[src/design/assert_macros.svh]
// Assertion macros shared by the RTL of the face-to-triangle block.
// Define ASSERT_OFF to compile every check away.
`ifndef ASSERT_MACROS_SVH
`define ASSERT_MACROS_SVH
`ifndef ASSERT_OFF
// Property must hold at every clock edge once reset is released.
`define ASSERT_CHECK(label, clk, rst_n, prop) \
  label: assert property (@(posedge clk) disable iff (!rst_n) prop) \
    else $error("assertion failed");
// Expression must never be true once reset is released.
`define ASSERT_NEVER(label, clk, rst_n, expr) \
  label: assert property (@(posedge clk) disable iff (!rst_n) !(expr)) \
    else $error("forbidden condition seen");
`else
`define ASSERT_CHECK(label, clk, rst_n, prop)
`define ASSERT_NEVER(label, clk, rst_n, expr)
`endif
`endif

[src/design/cftt_pkg.sv]
// Shared types, widths and codes of the cell-face-to-triangles block.
// No dependencies.
`timescale 1ns / 1ps
package cftt_pkg;

  localparam int MAX_LINES_DEF  = 1024;
  localparam int COORD_BITS_DEF = 32;

  localparam int CNT_W     = 11;  // line count registers
  localparam int IDX_W     = 10;  // line_index field
  localparam int WORD_W    = 32;  // coordinate words on the ports
  localparam int FACE_W    = 31;  // face_index field
  localparam int MAG_W     = 31;  // magnitude of a face index
  localparam int PLANE_W   = 2 * CNT_W;
  localparam int DIV_STEPS = 4;   // quotient bits per divider stage

  localparam logic [1:0] REG_COUNT_X = 2'd0;
  localparam logic [1:0] REG_COUNT_Y = 2'd1;
  localparam logic [1:0] REG_COUNT_Z = 2'd2;

  localparam logic [1:0] AXIS_X = 2'd0;
  localparam logic [1:0] AXIS_Y = 2'd1;
  localparam logic [1:0] AXIS_Z = 2'd2;
  localparam logic [1:0] AXIS_NONE = 2'd3;

  localparam logic REQ_LOAD = 1'b0;
  localparam logic REQ_FACE = 1'b1;

  typedef logic [WORD_W-1:0] word_t;

  typedef struct packed {
    word_t x;
    word_t y;
    word_t z;
  } vec3_t;

  // Sideband that rides along the divider stages.
  typedef struct packed {
    logic              valid;
    logic              req;
    logic [1:0]        axis;
    logic [IDX_W-1:0]  line_index;
    word_t             line_value;
    logic              rev;
    logic              bad;
    logic [MAG_W-1:0]  iz;
  } side_t;

  // Control of the lookup stage.
  typedef struct packed {
    logic       valid;
    logic       req;
    logic [1:0] axis;
    logic       rev;
    logic       err;
  } look_t;

endpackage

[src/design/cftt_div.sv]
// Pipelined restoring divider with a quasi-static divisor, DIV_STEPS bits a stage.
// Uses cftt_pkg for the step count.
`timescale 1ns / 1ps
module cftt_div #(
  parameter int NUM_W = 31,
  parameter int DEN_W = 22
) (
  input  logic             clk_i,
  input  logic             en_i,
  input  logic [NUM_W-1:0] num_i,
  input  logic [DEN_W-1:0] den_i,
  output logic [NUM_W-1:0] quot_o,
  output logic [DEN_W-1:0] rem_o
);

  localparam int Steps  = cftt_pkg::DIV_STEPS;
  localparam int Stages = (NUM_W + Steps - 1) / Steps;
  localparam int PadW   = Stages * Steps;

  logic [PadW-1:0]  num_q [Stages];
  logic [DEN_W-1:0] rem_q [Stages];

  for (genvar s = 0; s < Stages; s++) begin : g_stage
    logic [PadW-1:0]  num_in;
    logic [DEN_W-1:0] rem_in;
    logic [PadW-1:0]  num_d;
    logic [DEN_W-1:0] rem_d;

    if (s == 0) begin : g_first
      assign num_in = PadW'(num_i);
      assign rem_in = '0;
    end else begin : g_next
      assign num_in = num_q[s-1];
      assign rem_in = rem_q[s-1];
    end

    // Shift the next dividend bit into the remainder; quotient bits fill in below.
    always_comb begin
      logic [DEN_W:0] t;
      num_d = num_in;
      rem_d = rem_in;
      for (int k = 0; k < Steps; k++) begin
        t = {rem_d, num_d[PadW-1]};
        num_d = num_d << 1;
        if (t >= {1'b0, den_i}) begin
          t = t - {1'b0, den_i};
          num_d[0] = 1'b1;
        end
        rem_d = t[DEN_W-1:0];
      end
    end

    always_ff @(posedge clk_i) begin
      if (en_i) begin
        num_q[s] <= num_d;
        rem_q[s] <= rem_d;
      end
    end
  end

  assign quot_o = num_q[Stages-1][NUM_W-1:0];
  assign rem_o  = rem_q[Stages-1];

endmodule

[config.mk]
export PLATFORM = sky130hd
export DESIGN_NAME = cftt_div
export DESIGN_NICKNAME = d
export VERILOG_FILES = /design/src/design/assert_macros.svh /design/src/design/cftt_pkg.sv /design/src/design/cftt_div.sv
export SDC_FILE = /design/constraint.sdc
export NUM_CORES = 2
export LEC_CHECK = 0
export BUFFER_PORTS_ARGS = -buffer_cell sky130_fd_sc_hd__buf_4
export CAP_MARGIN = 30
export CORE_MARGIN = 10
export CORE_UTILIZATION = 30
export DETAILED_ROUTE_END_ITERATION = 6
export PLACE_DENSITY = 0.43
export SKIP_CTS_REPAIR_TIMING = 1
export SYNTH_ARGS = -nofsm -noshare
export SYNTH_HDL_FRONTEND = slang
export SYNTH_SLANG_ARGS = --single-unit
[constraint.sdc]
create_clock -name clk_i -period 26.8 [get_ports clk_i]
set_input_delay 8.04 -clock clk_i [delete_from_list [all_inputs] [get_ports clk_i]]
set_output_delay 8.04 -clock clk_i [all_outputs]
set_load 0.02 [all_outputs]
==> reports/results.txt <==
Distinct cells, synth -> 89
Root Buffer -> clkbuf_16
H-tree depth -> 2
arrival time worst endpoint -> 22.43 ns
total die area -> 194,000 um2
Hold Crit Depth -> 0
worst-path maximum fanout -> 44
Max Buffers Root-to-Sink -> 3
FILL cells -> 18,400
largest net degree at the start of global routing -> 123
Total GRT Usage -> 18.3%
Syn-to-layout area delta -> 11.2%
Fin. Hold Viols -> 0
Fin Setup TNS -> 0 ns
area share of fa/ha/maj cells after synthesis -> 17.3%
synth cell count leaders -> ha_1 (683), a21oi_1 (546), nand2_1 (470)
multiplexer area fraction after synthesis -> 8.19%
actual transition at the worst max-transition pin -> 1.04 ns
FFs w/ async S/R, synth -> 0%
# port buffers -> 107
RSZ-0062 raised after global routing -> no
critical path class -> input pin to flip-flop
syn_area_per_cell -> 8.72 um2
RR Endpoint -> rem_q[1][62]
share of layout cells above drive strength 1 -> 11.2%
Syn Inst Count -> 6,072
dominant synthesized flop cell -> edfxtp_1
DRC -> 0
register area -> 12,700 um2
reg-to-reg slack, setup -> 12.67 ns
Worst-Skew Late Latency -> 0.72 ns
Synth area leader -> edfxtp_1
gr ovfl total -> 0
Placeable Area -> 176,000 um2
Max transition margin -> 28.8%
warnings from Yosys -> 0
initial core utilization -> 30.1%
clock sinks -> 424
first-pass GRT wire length -> 277,000 um
status -> completed
initial DRC count -> 3,051
cts bufs inserted -> 58
I/O Pins -> 108
period utilization -> 82.0%
Worst Setup Start Kind -> input pin
die width -> 440 um
Post-synth EDFFs -> 424
routed wire length -> 185,000 um
Tightest Hold Check Type -> flip-flop to flip-flop
fmax -> 45.5 MHz
Min Clock Period, post-route -> 21.98 ns
r2r worst-path depth -> 48
number of antenna violations at the first check in global routing -> 4
remaining antenna violation count -> 0
CP max stage delay -> 0.71 ns
Critical-path top delay cell -> clkinv_1
multi-input logic area -> 38,600 um2
TritonCTS clock tree -> done
max_cap viols -> 0
HPWL after DPL -> 140,000 um
count leader, synth -> ha_1
die height -> 440 um
Worst-path clk slew -> 0.07 ns
Critical Path RT -> 27.25 ns
Compound-Gate Fraction of Synth Area -> 23.3%
nets -> 6,959
kind of end point of the critical path -> flip-flop
startpoint of the worst hold path -> num_q[0][54]
skew final -> 0.0581 ns
Synth Area in XOR/XNOR -> 8.31%
synth top area cells -> edfxtp_1 (24%), ha_1 (16%), mux2_2 (6.7%), xnor2_1 (5.7%), a21oi_1 (5.2%)
Final Max Slew Viols -> 0
First-pass DRT Iterations -> 5
gp weighted congestion -> 0.848
vias per std cell -> 5.45
post-synthesis sequential area ratio -> 24.1%
Yosys reg bits -> 424
Post-Synth Simple-Gate Area -> 15.6%
post-synth top area share -> 24.1%
R2R Path Start -> rem_q[1][33]
site row count -> 154
WL/cell -> 21.5 um
Synth Cell Area -> 52,900 um2
WHS Endpoint -> num_q[0][90]
final setup fails -> 0
vias in the first global route -> 45,000
Via Count -> 46,800
main combinational cell family by area after synthesis -> compound AO/OA/AOI/OAI gates
-- cells by family after synthesis --
logic type | count (synthesis)
compound gates | 1906
other cells | 1
fa+ha+maj | 714
mux | 386
flops | 424
simple gates | 1697
xor+xnor | 502
buf+inv | 442
-- layer usage --
metal | up-vias | GRT usage (%) | part of all wire, % | routed length (um)
li1 | 23200 | - | - | -
met1 | 22400 | 23.6 | 45 | 83000
met2 | 939 | 32.6 | 49 | 90900
met3 | 208 | 1.78 | 3.4 | 6360
met4 | 0 | 4.35 | 2.4 | 4390
met5 | - | 0 | 0 | 0
-- metrics by stage --
| stage | setup WS, ns | area, um2 | util, % | hold slack, ns | std cells |
|---|---|---|---|---|---|
| after CTS | 4.82 | 58800 | 33.5 | 0.378 | 8579 |
| final | 4.82 | 58800 | 33.5 | 0.391 | 8581 |
| after floorplan | 6.77 | 53000 | - | 0.400 | 6081 |
| after global placement | 4.10 | 56900 | 32.4 | 0.400 | 8467 |
| after detailed placement | 4.12 | 56900 | 32.4 | 0.405 | 8470 |
| after global routing | 3.58 | 58800 | 33.5 | 0.390 | 8580 |
-- layout make-up --
type	instances	share of cell area, %
clock buffer	64	2.54
timing repair buffer	181	2.54
clock inverter	45	0.765
multi-input combinational	5215	65.6
inverter	310	1.98
tap	2340	4.98
sequential	424	21.6
antenna	2	0.00851
-- critical path, delay by kind of cell --
kind            cells  cell delay [ns]
mux                 2             0.61
fa+ha+maj           4             1.35
buf+inv            11             3.81
simple gates       10             2.33
compound gates     26             6.19
-- flip-flops by register name, indices dropped and copies added, names as in the netlist --
| signal | flops |
|---|---|
| num_q | 248 |
| rem_q | 176 |
-- cell usage in the layout, fill, tap and decap left out, types with 80 or more instances in the layout --
cell type,synthesis,routed
ha_1,683,683
a21oi_1,546,546
nand2_1,470,470
edfxtp_1,424,424
nor2_1,416,414
o21ai_0,404,404
xnor2_1,347,347
mux2_2,316,316
inv_1,299,279
a21o_1,269,269
buf_4,0,167
xor2_1,155,155
nor3_1,129,128
nand3_1,114,114
nand4_1,105,105
o21a_1,104,104
nor2b_1,91,91
o21bai_1,80,80
-- worst max path at each step --
| stage | endpoint | start | slack [ns] |
|---|---|---|---|
| after floorplan | rem_q[1][26] | den_i[1] | 6.77 |
| after global placement | rem_q[1][62] | den_i[5] | 4.10 |
| after detailed placement | rem_q[1][62] | den_i[5] | 4.12 |
| after CTS | rem_q[1][63] | den_i[5] | 4.82 |
| after global routing | rem_q[1][63] | den_i[5] | 3.58 |
| final | rem_q[1][62] | den_i[5] | 4.82 |
Power is not shown: default switching activity piles up to over one toggle a cycle in this logic, so the estimate is an artifact.
